**config.mk**
```make
export PLATFORM = sky130hd
export DESIGN_NAME = scan_elevator_disk_scheduler
export DESIGN_NICKNAME = d
export VERILOG_FILES = /design/src/sv/sed_pkg.sv /design/src/sv/scan_elevator_disk_scheduler.sv /design/src/sv/sed_front.sv /design/src/sv/sed_store.sv /design/src/sv/sed_back.sv
export VERILOG_INCLUDE_DIRS = /design/src /design/src/sv
export SDC_FILE = /design/constraint.sdc
export NUM_CORES = 2
export LEC_CHECK = 0
export ABC_AREA = 1
export BUFFER_PORTS_ARGS = -buffer_cell sky130_fd_sc_hd__buf_2
export CAP_MARGIN = 10
export CORE_MARGIN = 1
export CORE_UTILIZATION = 55
export CTS_BUF_LIST = sky130_fd_sc_hd__clkbuf_8 sky130_fd_sc_hd__clkbuf_16
export CTS_CLUSTER_DIAMETER = 40
export DETAILED_ROUTE_END_ITERATION = 16
export MAX_ROUTING_LAYER = met4
export PLACE_DENSITY = 0.71
export SYNTH_ARGS = -nofsm -noshare
export SYNTH_HDL_FRONTEND = slang
export SYNTH_SLANG_ARGS = --single-unit
```
**constraint.sdc**
```tcl
create_clock -name i_clk -period 5 [get_ports i_clk]
set_input_delay 0.5 -clock i_clk [delete_from_list [all_inputs] [get_ports i_clk]]
set_output_delay 0.5 -clock i_clk [all_outputs]
set_load 0.005 [all_outputs]
```
**src/sv/scan_elevator_disk_scheduler_macros.svh**
```systemverilog
// Assertion macros for the SCAN elevator disk scheduler.
`ifndef SCAN_ELEVATOR_DISK_SCHEDULER_MACROS_SVH
`define SCAN_ELEVATOR_DISK_SCHEDULER_MACROS_SVH

// Check cons in the same cycle whenever ante holds.
`define SED_ASSERT_SAME(lbl, ante, cons, msg) \
    lbl: assert property (@(posedge i_clk) disable iff (!i_rst_n) (ante) |-> (cons)) \
        else $error(msg);

// Check cons in the cycle after ante holds.
`define SED_ASSERT_NEXT(lbl, ante, cons, msg) \
    lbl: assert property (@(posedge i_clk) disable iff (!i_rst_n) (ante) |=> (cons)) \
        else $error(msg);

`endif

```
**src/sv/sed_pkg.sv**
```systemverilog
// Shared types and constants of the SCAN elevator disk scheduler.
`timescale 1ns / 1ps
package sed_pkg;

    localparam int CYL_W      = 10;
    localparam int MOVE_W     = 11;
    localparam int SEEK_W     = 15;
    localparam int COST_W     = 4;
    localparam int CFG_W      = 10;
    localparam int CFG_IDX_W  = 1;
    localparam int FIFO_DEPTH = 2;
    localparam int FIFO_PTR_W = 1;
    localparam int FIFO_CNT_W = 2;

    localparam logic [MOVE_W-1:0] MOVE_MAX    = 11'h7FF;
    localparam logic [CYL_W-1:0]  RESET_START = 10'd100;
    localparam logic [COST_W-1:0] RESET_COST  = 4'd5;

    localparam logic [CFG_IDX_W-1:0] REG_START_CYL = 1'b0;
    localparam logic [CFG_IDX_W-1:0] REG_COST      = 1'b1;

    typedef enum logic {
        CMD_LOAD,
        CMD_SERVE
    } t_cmd_kind;

    typedef struct packed {
        t_cmd_kind         kind;
        logic [CYL_W-1:0]  cyl;
    } t_cmd;

    typedef struct packed {
        logic              ins;
        logic              clr;
        logic [CYL_W-1:0]  cyl;
    } t_store_ctl;

    typedef struct packed {
        logic              valid;
        logic              first;
        logic              last;
        logic [CYL_W-1:0]  cyl;
    } t_stop;

    typedef struct packed {
        logic              valid;
        logic              last;
        logic [CYL_W-1:0]  cyl;
        logic [MOVE_W-1:0] move;
    } t_move_stage;

    typedef enum logic [2:0] {
        ST_IDLE,
        ST_SCAN,
        ST_DOWN,
        ST_TURN,
        ST_UP
    } t_bstate;

endpackage

```
**src/sv/scan_elevator_disk_scheduler.sv**
```systemverilog
// SCAN elevator disk scheduler top level.
// Loading: one request per cycle while busy is low, through a two-item queue; busy rises only while it is full.
// Service: after the batch_end item, the requests at or below the start cylinder are walked
// one per cycle, then one stop per cycle follows, receiver never stalls.
// Reset: start cylinder 100, cost 5, queue and sorted store empty; no clearing pass.
`timescale 1ns / 1ps
`include "scan_elevator_disk_scheduler_macros.svh"
module scan_elevator_disk_scheduler #(
    parameter int QUEUE_DEPTH = 32
) (
    input  logic                          i_clk,
    input  logic                          i_rst_n,
    input  logic                          start,
    output logic                          busy,
    input  logic [sed_pkg::CYL_W-1:0]     i_request_cylinder,
    input  logic                          i_batch_end,
    input  logic                          i_cfg_we,
    input  logic [sed_pkg::CFG_IDX_W-1:0] i_cfg_index,
    input  logic [sed_pkg::CFG_W-1:0]     i_cfg_wdata,
    output logic                          o_valid,
    output logic [sed_pkg::CYL_W-1:0]     o_served_cylinder,
    output logic [sed_pkg::MOVE_W-1:0]    o_total_movement,
    output logic [sed_pkg::SEEK_W-1:0]    o_seek_time,
    output logic                          o_final_stop
);

    localparam int CNT_W = $clog2(QUEUE_DEPTH + 1);

    // configuration registers
    logic [sed_pkg::CYL_W-1:0]  r_start_cyl;
    logic [sed_pkg::COST_W-1:0] r_cost;

    // front to back queue
    logic                       fifo_full;
    logic                       cmd_valid;
    sed_pkg::t_cmd              cmd;
    logic                       cmd_pop;
    logic                       push;

    // back to store
    sed_pkg::t_store_ctl        store_ctl;
    logic [CNT_W-1:0]           rd_idx;
    logic [sed_pkg::CYL_W-1:0]  rd_cyl;
    logic [CNT_W-1:0]           count;

    // Config writes land directly; the port has no read-back. The user must issue writes
    // only while no batch is in service, so the back end sees stable values; the block does not enforce this.
    always_ff @(posedge i_clk) begin
        if (!i_rst_n) begin
            r_start_cyl <= sed_pkg::RESET_START;
            r_cost      <= sed_pkg::RESET_COST;
        end else if (i_cfg_we) begin
            unique case (i_cfg_index)
                sed_pkg::REG_START_CYL: r_start_cyl <= i_cfg_wdata;
                sed_pkg::REG_COST:      r_cost      <= i_cfg_wdata[sed_pkg::COST_W-1:0];
                default:                r_start_cyl <= r_start_cyl;
            endcase
        end
    end

    // An item is taken whenever the queue has room, also during service:
    // the next batch's requests wait in the queue until the sweep finishes.
    assign push = start && !busy;
    assign busy = fifo_full;

    sed_front u_front (
        .i_clk       (i_clk),
        .i_rst_n     (i_rst_n),
        .i_push      (push),
        .i_cyl       (i_request_cylinder),
        .i_batch_end (i_batch_end),
        .i_pop       (cmd_pop),
        .o_full      (fifo_full),
        .o_cmd_valid (cmd_valid),
        .o_cmd       (cmd)
    );

    // Sorted store: every request is inserted by shifting the larger held entries
    // up; a request arriving with the store full is dropped.
    sed_store #(
        .DEPTH (QUEUE_DEPTH)
    ) u_store (
        .i_clk    (i_clk),
        .i_rst_n  (i_rst_n),
        .i_ctl    (store_ctl),
        .i_rd_idx (rd_idx),
        .o_rd_cyl (rd_cyl),
        .o_count  (count)
    );

    // Back end: find the split point at the start cylinder, sweep down,
    // stop at cylinder 0, sweep up, then empty the store. Stops pass through
    // a movement stage and a seek multiply stage before reaching the outputs.
    sed_back #(
        .DEPTH (QUEUE_DEPTH)
    ) u_back (
        .i_clk             (i_clk),
        .i_rst_n           (i_rst_n),
        .i_cmd_valid       (cmd_valid),
        .i_cmd             (cmd),
        .o_pop             (cmd_pop),
        .o_store_ctl       (store_ctl),
        .o_rd_idx          (rd_idx),
        .i_rd_cyl          (rd_cyl),
        .i_count           (count),
        .i_start_cyl       (r_start_cyl),
        .i_cost            (r_cost),
        .o_valid           (o_valid),
        .o_served_cylinder (o_served_cylinder),
        .o_total_movement  (o_total_movement),
        .o_seek_time       (o_seek_time),
        .o_final_stop      (o_final_stop)
    );

    // Batches never run back to back: after the final stop a gap follows.
    `SED_ASSERT_NEXT(a_gap_after_final, o_valid && o_final_stop, !o_valid, "stop right after final stop")
    // Within one batch the running movement never falls.
    `SED_ASSERT_SAME(a_move_rises, o_valid && $past(o_valid) && !$past(o_final_stop), o_total_movement >= $past(o_total_movement), "total movement fell within a batch")
    // Seek time tracks movement: no movement, no seek time.
    `SED_ASSERT_SAME(a_seek_zero, o_valid && (o_total_movement == '0), o_seek_time == '0, "seek time without movement")

endmodule

```
**src/sv/sed_front.sv**
```systemverilog
// Front end: accepts items, tags them load or serve, and queues them.
`timescale 1ns / 1ps
module sed_front (
    input  logic                    i_clk,
    input  logic                    i_rst_n,
    input  logic                    i_push,
    input  logic [sed_pkg::CYL_W-1:0] i_cyl,
    input  logic                    i_batch_end,
    input  logic                    i_pop,
    output logic                    o_full,
    output logic                    o_cmd_valid,
    output sed_pkg::t_cmd           o_cmd
);

    sed_pkg::t_cmd                     r_mem [sed_pkg::FIFO_DEPTH];
    logic [sed_pkg::FIFO_PTR_W-1:0]    r_wr_ptr;
    logic [sed_pkg::FIFO_PTR_W-1:0]    r_rd_ptr;
    logic [sed_pkg::FIFO_CNT_W-1:0]    r_cnt;
    logic [sed_pkg::FIFO_CNT_W-1:0]    n_cnt;
    sed_pkg::t_cmd                     w_cmd;

    // classify the item
    always_comb begin
        w_cmd.cyl  = i_cyl;
        w_cmd.kind = i_batch_end ? sed_pkg::CMD_SERVE : sed_pkg::CMD_LOAD;
    end

    always_comb begin
        unique case ({i_push, i_pop})
            2'b10:   n_cnt = r_cnt + 1'b1;
            2'b01:   n_cnt = r_cnt - 1'b1;
            default: n_cnt = r_cnt;
        endcase
    end

    always_ff @(posedge i_clk) begin
        if (!i_rst_n) begin
            r_wr_ptr <= '0;
            r_rd_ptr <= '0;
            r_cnt    <= '0;
        end else begin
            if (i_push) begin
                r_wr_ptr <= r_wr_ptr + 1'b1;
            end
            if (i_pop) begin
                r_rd_ptr <= r_rd_ptr + 1'b1;
            end
            r_cnt <= n_cnt;
        end
    end

    always_ff @(posedge i_clk) begin
        if (i_push) begin
            r_mem[r_wr_ptr] <= w_cmd;
        end
    end

    assign o_full      = (r_cnt == sed_pkg::FIFO_CNT_W'(sed_pkg::FIFO_DEPTH));
    assign o_cmd_valid = (r_cnt != '0);
    assign o_cmd       = r_mem[r_rd_ptr];

endmodule

```
**src/sv/sed_store.sv**
```systemverilog
// Sorted request store: a row of cells that shifts to insert in rising order.
`timescale 1ns / 1ps
module sed_store #(
    parameter  int DEPTH = 32,
    localparam int CNT_W = $clog2(DEPTH + 1),
    localparam int IDX_W = $clog2(DEPTH)
) (
    input  logic                      i_clk,
    input  logic                      i_rst_n,
    input  sed_pkg::t_store_ctl       i_ctl,
    input  logic [CNT_W-1:0]          i_rd_idx,
    output logic [sed_pkg::CYL_W-1:0] o_rd_cyl,
    output logic [CNT_W-1:0]          o_count
);

    logic [sed_pkg::CYL_W-1:0] r_ent [DEPTH];
    logic [sed_pkg::CYL_W-1:0] shift_src [DEPTH];
    logic [DEPTH-1:0]          gt;
    logic [DEPTH-1:0]          wr;
    logic [CNT_W-1:0]          r_count;
    logic                      full;

    assign full = (r_count == CNT_W'(DEPTH));

    for (genvar g = 0; g < DEPTH; g++) begin : g_cell
        // held entries above the new value move up one place
        assign gt[g] = (CNT_W'(g) < r_count) && (r_ent[g] > i_ctl.cyl);
        if (g == 0) begin : g_first
            assign shift_src[g] = i_ctl.cyl;
        end else begin : g_rest
            assign shift_src[g] = gt[g-1] ? r_ent[g-1] : i_ctl.cyl;
        end
        assign wr[g] = i_ctl.ins && !full && (gt[g] || (CNT_W'(g) == r_count));
    end

    always_ff @(posedge i_clk) begin
        for (int i = 0; i < DEPTH; i++) begin
            if (wr[i]) begin
                r_ent[i] <= shift_src[i];
            end
        end
    end

    always_ff @(posedge i_clk) begin
        if (!i_rst_n) begin
            r_count <= '0;
        end else if (i_ctl.clr) begin
            r_count <= '0;
        end else if (i_ctl.ins && !full) begin
            r_count <= r_count + CNT_W'(1);
        end
    end

    always_comb begin
        o_rd_cyl = '0;
        if (i_rd_idx < CNT_W'(DEPTH)) begin
            o_rd_cyl = r_ent[i_rd_idx[IDX_W-1:0]];
        end
    end

    assign o_count = r_count;

endmodule

```
**src/sv/sed_back.sv**
```systemverilog
// Back end: service sequencer, head movement tracking and seek time output.
`timescale 1ns / 1ps
module sed_back #(
    parameter  int DEPTH = 32,
    localparam int CNT_W = $clog2(DEPTH + 1)
) (
    input  logic                       i_clk,
    input  logic                       i_rst_n,
    input  logic                       i_cmd_valid,
    input  sed_pkg::t_cmd              i_cmd,
    output logic                       o_pop,
    output sed_pkg::t_store_ctl        o_store_ctl,
    output logic [CNT_W-1:0]           o_rd_idx,
    input  logic [sed_pkg::CYL_W-1:0]  i_rd_cyl,
    input  logic [CNT_W-1:0]           i_count,
    input  logic [sed_pkg::CYL_W-1:0]  i_start_cyl,
    input  logic [sed_pkg::COST_W-1:0] i_cost,
    output logic                       o_valid,
    output logic [sed_pkg::CYL_W-1:0]  o_served_cylinder,
    output logic [sed_pkg::MOVE_W-1:0] o_total_movement,
    output logic [sed_pkg::SEEK_W-1:0] o_seek_time,
    output logic                       o_final_stop
);

    sed_pkg::t_bstate          r_state, n_state;
    logic [CNT_W-1:0]          r_ptr, n_ptr;
    logic [CNT_W-1:0]          r_below, n_below;
    logic                      r_first, n_first;
    sed_pkg::t_stop            r_stop, n_stop;
    logic [sed_pkg::CYL_W-1:0]  r_head;
    logic [sed_pkg::MOVE_W-1:0] r_move;
    sed_pkg::t_move_stage      r_mv;

    logic [sed_pkg::CYL_W-1:0]  base_head;
    logic [sed_pkg::MOVE_W-1:0] base_move;
    logic [sed_pkg::CYL_W-1:0]  hop_len;
    logic [sed_pkg::MOVE_W:0]   move_sum;
    logic [sed_pkg::MOVE_W-1:0] move_sat;
    logic [sed_pkg::SEEK_W-1:0] seek_prod;

    // sequencer
    always_comb begin
        n_state     = r_state;
        n_ptr       = r_ptr;
        n_below     = r_below;
        n_first     = r_first;
        n_stop      = '0;
        o_pop       = 1'b0;
        o_store_ctl = '0;
        o_rd_idx    = r_ptr;
        unique case (r_state)
            sed_pkg::ST_IDLE: begin
                if (i_cmd_valid) begin
                    o_pop           = 1'b1;
                    o_store_ctl.ins = 1'b1;
                    o_store_ctl.cyl = i_cmd.cyl;
                    if (i_cmd.kind == sed_pkg::CMD_SERVE) begin
                        n_state = sed_pkg::ST_SCAN;
                        n_ptr   = '0;
                        n_first = 1'b1;
                    end
                end
            end
            sed_pkg::ST_SCAN: begin
                // walk up to the first request above the start cylinder
                if ((r_ptr < i_count) && (i_rd_cyl <= i_start_cyl)) begin
                    n_ptr = r_ptr + CNT_W'(1);
                end else begin
                    n_below = r_ptr;
                    n_state = (r_ptr != '0) ? sed_pkg::ST_DOWN : sed_pkg::ST_TURN;
                end
            end
            sed_pkg::ST_DOWN: begin
                o_rd_idx     = r_ptr - CNT_W'(1);
                n_stop.valid = 1'b1;
                n_stop.first = r_first;
                n_stop.cyl   = i_rd_cyl;
                n_first      = 1'b0;
                n_ptr        = r_ptr - CNT_W'(1);
                if (r_ptr == CNT_W'(1)) begin
                    n_state = sed_pkg::ST_TURN;
                end
            end
            sed_pkg::ST_TURN: begin
                n_stop.valid = 1'b1;
                n_stop.first = r_first;
                n_stop.cyl   = '0;
                n_stop.last  = (r_below == i_count);
                n_first      = 1'b0;
                if (r_below == i_count) begin
                    n_state         = sed_pkg::ST_IDLE;
                    o_store_ctl.clr = 1'b1;
                end else begin
                    n_ptr   = r_below;
                    n_state = sed_pkg::ST_UP;
                end
            end
            sed_pkg::ST_UP: begin
                n_stop.valid = 1'b1;
                n_stop.first = r_first;
                n_stop.cyl   = i_rd_cyl;
                n_stop.last  = ((r_ptr + CNT_W'(1)) == i_count);
                n_first      = 1'b0;
                n_ptr        = r_ptr + CNT_W'(1);
                if ((r_ptr + CNT_W'(1)) == i_count) begin
                    n_state         = sed_pkg::ST_IDLE;
                    o_store_ctl.clr = 1'b1;
                end
            end
            default: begin
                n_state = sed_pkg::ST_IDLE;
            end
        endcase
    end

    always_ff @(posedge i_clk) begin
        if (!i_rst_n) begin
            r_state <= sed_pkg::ST_IDLE;
            r_ptr   <= '0;
            r_below <= '0;
            r_first <= 1'b0;
            r_stop  <= '0;
        end else begin
            r_state <= n_state;
            r_ptr   <= n_ptr;
            r_below <= n_below;
            r_first <= n_first;
            r_stop  <= n_stop;
        end
    end

    // movement: the first stop of a batch starts from the start cylinder
    always_comb begin
        base_head = r_stop.first ? i_start_cyl : r_head;
        base_move = r_stop.first ? '0 : r_move;
        hop_len   = (r_stop.cyl > base_head) ? (r_stop.cyl - base_head)
                                              : (base_head - r_stop.cyl);
        move_sum  = {1'b0, base_move} + {2'b00, hop_len};
        move_sat  = move_sum[sed_pkg::MOVE_W] ? sed_pkg::MOVE_MAX
                                               : move_sum[sed_pkg::MOVE_W-1:0];
    end

    always_ff @(posedge i_clk) begin
        if (r_stop.valid) begin
            r_head <= r_stop.cyl;
            r_move <= move_sat;
        end
    end

    always_ff @(posedge i_clk) begin
        if (!i_rst_n) begin
            r_mv <= '0;
        end else begin
            r_mv.valid <= r_stop.valid;
            r_mv.last  <= r_stop.last;
            r_mv.cyl   <= r_stop.cyl;
            r_mv.move  <= move_sat;
        end
    end

    // 11 x 4 bit product stays below the 15 bit ceiling
    assign seek_prod = sed_pkg::SEEK_W'(r_mv.move) * sed_pkg::SEEK_W'(i_cost);

    always_ff @(posedge i_clk) begin
        if (!i_rst_n) begin
            o_valid <= 1'b0;
        end else begin
            o_valid <= r_mv.valid;
        end
    end

    always_ff @(posedge i_clk) begin
        o_served_cylinder <= r_mv.cyl;
        o_total_movement  <= r_mv.move;
        o_seek_time       <= seek_prod;
        o_final_stop      <= r_mv.last;
    end

endmodule

```
Word-level counts from Yosys, hierarchy flattened
Memory sizes are Yosys's and may differ from the RTL's. A register that Yosys moved wholly into a read port is not among the register bits.
Index checks and enable logic that the tools add are counted.
{"block": "totals", "register_bits": 135, "mem_bits_rw": 342, "input_bits": 26, "output_inout_bits": 39, "word_cells": 409, "mem_count": 2}
{"block": "op_classes", "n_addsub": 10, "n_mul": 1, "n_lt_le_gt_ge": 68, "eq_ne": 49, "mux": 132, "bitwise": 3, "reduce_logical": 119}
{"memory": "u_store.r_ent", "depth": 32, "width": 10, "read_ports": 33, "rd_clocked_by_memory_dff": 0, "wr": 32, "line": "sed_store.sv:16", "rtl": "logic [sed_pkg::CYL_W-1:0] r_ent [DEPTH];"}
{"memory": "u_front.r_mem", "depth": 2, "width": 11, "read_ports": 1, "rd_clocked_by_memory_dff": 1, "wr": 1, "line": "sed_front.sv:15", "rtl": "sed_pkg::t_cmd r_mem [sed_pkg::FIFO_DEPTH];"}
{"operator": "$mux W10", "n": 36}
{"operator": "$gt A10 B10 Y1", "n": 33}
{"operator": "$eq A5 B6 Y1 const A", "n": 16}
{"operator": "$lt A5 B6 Y1 const A", "n": 16}
{"operator": "$mux W1", "n": 76}
{"operator": "$logic_and A1 B1 Y1", "n": 67}
{"operator": "$eq A4 B6 Y1 const A", "n": 8}
{"operator": "$lt A4 B6 Y1 const A", "n": 8}
{"operator": "$logic_or A1 B1 Y1", "n": 32}
{"operator": "$mux W6", "n": 5}
{"operator": "$pmux W6 S5", "n": 1}
{"operator": "$eq A3 B6 Y1 const A", "n": 4}
{"operator": "$lt A3 B6 Y1 const A", "n": 4}
{"operator": "$mux W11", "n": 2}
{"operator": "$sub A10 B10 Y10", "n": 2}
{"operator": "$mux W3", "n": 6}
{"operator": "$mul A11 B4 Y15", "n": 1}
{"operator": "$pmux W3 S5", "n": 1}
{"operator": "$add A11 B10 Y12", "n": 1}
{"operator": "$add A6 B1 Y6 const B", "n": 2}
{"operator": "$eq A2 B6 Y1 const A", "n": 2}
{"operator": "$eq A6 B6 Y1", "n": 2}
{"operator": "$lt A1 B6 Y1 const A", "n": 2}
{"operator": "$lt A2 B6 Y1 const A", "n": 2}
{"operator": "other kinds (32)", "n": 53}

Logic depth before layout (Yosys ltp)
{"block": "logic_depth", "ltp_word": 9, "mapped_depth": 30, "ltp_nobuf": 26}

Modules after synthesis
Synthesis repeated with hierarchy kept, for this count alone.
{"block": "unflattened", "hier_cells": 4426, "area_unflattened_um2": 34180.3}
{"module": "sed_store", "instances": 1, "cells_per_inst": 3318, "area_each_um2": 25391.9, "seq_area_each_um2": 9729.3}
{"module": "sed_back", "instances": 1, "cells_per_inst": 958, "area_each_um2": 7163.1, "seq_area_each_um2": 2432.3}
{"module": "sed_front", "instances": 1, "cells_per_inst": 69, "area_each_um2": 1059.8, "seq_area_each_um2": 760.7}
{"module": "scan_elevator_disk_scheduler", "instances": 1, "cells_per_inst": 81, "area_each_um2": 565.5, "seq_area_each_um2": 280.3}

Least setup slack after synthesis
No wires, ideal clock.
{"block": "synth_timing", "path_kind": "reg-to-reg", "from": "register u_back.r_stop[11] in the netlist's numbering", "to": "register u_back.r_move[8] in the netlist's numbering (data pin)", "setup_time_ns": 0.264, "t_arrival_ns": 3.711, "required_ns": 4.736, "slack_ns": 1.025, "stages_incl_launch_ff": 28, "n_path_buf": 5, "synth_period_minus_slack_ns": 3.975, "cell_sequence": "dfxtp_1 clkbuf_1 clkbuf_1 nand2_1 o21ai_0 inv_1 ha_1 clkbuf_1 nand2_1 nor2_1 inv_1 o21ai_1 nand2_1 nand2_1 nand2_1 buf_2 a21oi_1 a21oi_1 ha_1 inv_1 o21ai_0 nor2_1 nand3_1 nand2_1 inv_1 o21bai_1 clkbuf_1 nand2_1"}
{"block": "synth_via", "elab_chain_cells": 5, "word_cells_on_any_way": 8, "classes_between": "add/sub (3); order compare (1); mux (4)"}
{"element": "start, declared", "line": "sed_back.sv:29", "rtl": "sed_pkg::t_stop r_stop, n_stop;"}
{"element": "start signal, assigned", "line": "sed_back.sv:128", "rtl": "r_stop <= n_stop;"}
{"element": "$mux W10", "line": "sed_back.sv:134", "rtl": "base_head = r_stop.first ? i_start_cyl : r_head;"}
{"element": "$sub A10 B10 Y10 (tied with other cells)", "line": "sed_back.sv:137", "rtl": ": (base_head - r_stop.cyl);"}
{"element": "$mux W10", "line": "sed_back.sv:136", "rtl": "hop_len = (r_stop.cyl > base_head) ? (r_stop.cyl - base_head)"}
{"element": "$add A11 B10 Y12 *", "line": "sed_back.sv:138", "rtl": "move_sum = {1'b0, base_move} + {2'b00, hop_len};"}
{"element": "$mux W11 *", "line": "sed_back.sv:139", "rtl": "move_sat = move_sum[sed_pkg::MOVE_W] ? sed_pkg::MOVE_MAX"}
{"element": "net u_back.move_sat (one bit)", "line": "sed_back.sv:38", "rtl": "logic [sed_pkg::MOVE_W-1:0] move_sat;"}
{"element": "end signal, assigned", "line": "sed_back.sv:146", "rtl": "r_move <= move_sat;"}
{"element": "end, declared", "line": "sed_back.sv:31", "rtl": "logic [sed_pkg::MOVE_W-1:0] r_move;"}
Mark *: on every way through the listed nets, which the timed path passes. The rest lies on a longest branch.
A chain may end at the register's enable or synchronous reset.

Worst setup path in the final report
{"block": "layout_timing", "from": "register u_back.r_stop[11] in the netlist's numbering", "to": "register u_back.r_move[9] in the netlist's numbering (data pin)"}
The elaborated chain is that of the path after synthesis.

==> results_dict.tcl <==
set metrics [dict create \
    cts_max_path_buffers 3 \
    cts_hold_buf 0 \
    clk_pin_slew_worst_paths_ps 50 \
    num_io_pins 65 \
    ir_worst_vdd_v 0.000487 \
    synth-seq-cells 478 \
    synth_area_leaders "edfxtp_1 33%, ha_1 15%, nand2_1 10%" \
    syn_area_um2 33300 \
    hp-class "input port to flop" \
    place_hpwl_um 69500 \
    r2r_end "u_back.r_move[9]" \
    gp_congestion 1.00 \
    grt_pass1_wl_um 150000 \
    period_share_pct 88.3 \
    pwr-share-seq_pct 24.2 \
    seq_area_frac_synth_pct 39.6 \
    synth.distinct_cells 50 \
    cts_max_level 3 \
    layout.cells.most_common_list "888 x nand2_1, 499 x inv_1, 421 x a21oi_1" \
    powerDensity_nw_per_um2 589 \
    syn_to_final_growth_pct 12.9 \
    synth_area_per_cell_um2 8.00 \
    p_leak_nw 17.0 \
    drv_cap 0 \
    synth_flop_cell "edfxtp_1" \
    crit_arrival_ps 4770 \
    drive_above_1_share_pct 8.93 \
    met1_length_um 40500 \
    fp.dieH_um 248 \
    end_kind "flop" \
    finalClockSkew_ps 19.2 \
    p_int_mw 12.5 \
    tightestPinTransition_ps 1110 \
    grt_pass1_vias 27529 \
    nets 4681 \
    clockPowerShare_pct 27.7 \
    yosysTopAreaCell "edfxtp_1" \
    die-area_um2 61600 \
    switching_share_pct 43.4 \
    worstReg2RegStart "u_back.r_stop[11]" \
    globalRouteTotalUtil_pct 32.6 \
    min_from "i_request_cylinder[6]" \
    die_x_um 248 \
    clkLatencyLatePin_ps 630 \
    highest_layer "met4" \
    path_max_fanout 21 \
    synth-edff-count 363 \
    start_kind "flop" \
    pwr-share-comb_pct 48.1 \
    crit_required_ps 5350 \
    finalHoldViolCount 0 \
    fin_crit_ps 4410 \
    critPathKind "flop to flop" \
    gr-total-overflow 0 \
    route.met3.wl_um 8700 \
    core_um2 59500 \
    netlist.area_leader.share_pct 32.7 \
    vias 29352 \
    ys.warnings.count 0 \
    setup_viol 0 \
    drt-initial-drc-count 2874 \
    holdPathEnd "u_front.r_mem[0][6]" \
    synth_cells 4167 \
    slew_viol_final 0 \
    total_power_mw 22.2 \
    clock-sinks 478 \
    maxSlewHeadroom_pct 25.6 \
    fp-row-count 89 \
    layout.cells.non_filler 5087 \
    r2r_cells 25 \
    switching_power_mw 9.60 \
    dp.cells 4922 \
    rsz0062_at_grt "no" \
    vias_per_cell 5.77 \
    drt-wirelength-per-cell_um 19.2 \
    start_util_pct 56.0 \
    final_common_cell "nand2_1" \
    drtPass1Iterations 8 \
    grt_antenna_before_repair 0 \
    wl_met2_um 44600 \
    r2r_slack_ps 590 \
    fin_setup_tns_ps 0 \
    status "finished clean" \
    ant_nets 0 \
    portBuffers 64 \
    drcViolationCount 0 \
    synth_fp_nets 4608 \
    ys_async_sr_fraction_pct 0 \
    wl_um 97900 \
    cts_resized 0 \
    grt_max_degree 99 \
    cts-root-buf "clkbuf_16" \
    hold_depth 1 \
    cts_buffers 88 \
    post_cts_buffers 0 \
    max_freq_ghz 0.227 \
    cts_tree "yes" \
]
how the worst max path moves through the flow:
stage / startpoint / to / slack (ps) / cells past startpoint
after floorplan: u_back.r_stop[11] / u_back.r_move[8] / 1020 / 27
after global placement: u_back.r_stop[11] / u_back.r_move[9] / 560 / 25
after detailed placement: u_back.r_stop[11] / u_back.r_move[9] / 420 / 25
after CTS: u_back.r_stop[11] / u_back.r_move[9] / 370 / 25
after global routing: u_back.r_stop[11] / u_back.r_mv[9] / 70 / 27
final: u_back.r_stop[11] / u_back.r_move[9] / 590 / 25
registers in the layout, indices dropped and copies added (netlist names), 2 cells and up, named ones only:
signal / cells
u_store.r_ent: 320
u_back.r_mv: 23
u_front.r_mem: 22
u_back.o_seek_time: 15
u_back.r_stop: 13
u_back.o_total_movement: 11
u_back.r_move: 11
r_start_cyl: 10
u_back.o_served_cylinder: 10
u_back.r_head: 10
u_back.r_below: 6
u_back.r_ptr: 6
u_store.o_count: 6
r_cost: 4
u_back.r_state: 3
u_front.r_cnt: 2
through the flow:
step	utilization (%)	cell area (um2)	hold slack (ps)	setup slack, ps
final	63.3	37600	61.4	585
after global routing	63.3	37600	40.5	72.9
after CTS	63.3	37600	37.8	370
after detailed placement	58.1	34600	312	418
after global placement	58.1	34600	310	556
after floorplan	-	33300	310	1020
cell type report:
| type | instances | area (um2) |
|---|---|---|
| Timing Repair Buffer | 167 | 1140 |
| Sequential cell | 478 | 13200 |
| Multi-Input combinational cell | 2988 | 17300 |
| Clock inverter | 68 | 728 |
| Fill cell | 5209 | 21800 |
| Tap cell | 773 | 967 |
| Inverter | 517 | 1940 |
| Antenna cell | 1 | 2.50 |
| Clock buffer | 95 | 2320 |
routing by layer:
metal | global-route usage (%) | vias up
met5 | - | -
met4 | 13.8 | 0
met3 | 5.79 | 255
met2 | 51.2 | 1361
met1 | 41.5 | 13442
li1 | - | 14294
critical path: stages (launching register included):
cell and delay [ps]:
dfxtp_2 530, inv_1 120, or2_2 280, o21ai_0 100, inv_1 70, ha_1 180, inv_1 100, fa_1 240
a21oi_1 110, o21ai_1 200, nand2_1 70, nand2_1 60, nand2_1 240, inv_2 200, nand3_1 90, o21ai_0 100
ha_1 320, nand2_1 110, a21oi_1 60, o21ai_0 170, nand3_1 140, nand2_1 80, inv_1 50, o21bai_1 110
buf_4 240, o21ai_0 150
power groups by stage:
stage / combinational (mW) / sequential, mW / clock (mW)
floorplan: 7.37 / 5.33 / 0
global placement: 10.2 / 5.42 / 0
detailed placement: 10.4 / 5.43 / 0
CTS: 10.5 / 5.36 / 6.18
global route: 11.9 / 5.41 / 6.34
finish: 10.7 / 5.36 / 6.13
logic make-up after synthesis:
logic type,count (synthesis),share of synthesized area [%]
AND/OR/NAND/NOR,1639,20.5
XOR/XNOR,31,0.815
AO/OA/AOI/OAI,901,14.5
multiplexers,2,0.0676
adder cells (fa/ha/maj),415,16.1
buffers and inverters,701,8.48
flip-flops,478,39.6
cell usage after synthesis, types with 8 or more instances:
library cell / number
a211oi_1: 14
a21oi_1: 421
buf_1: 12
buf_2: 55
buf_4: 18
clkbuf_1: 90
dfxtp_1: 115
edfxtp_1: 363
fa_1: 21
ha_1: 394
inv_1: 491
inv_2: 21
nand2_1: 888
nand2_2: 13
nand3_1: 276
nand4_1: 39
nor2_1: 366
nor3_1: 24
o2111ai_1: 14
o211ai_1: 36
o21a_1: 12
o21ai_0: 338
o21ai_1: 34
o21bai_1: 8
or2_2: 8
xnor2_1: 13
xor2_1: 18
No activity file was read; power rests on OpenSTA's default activity.
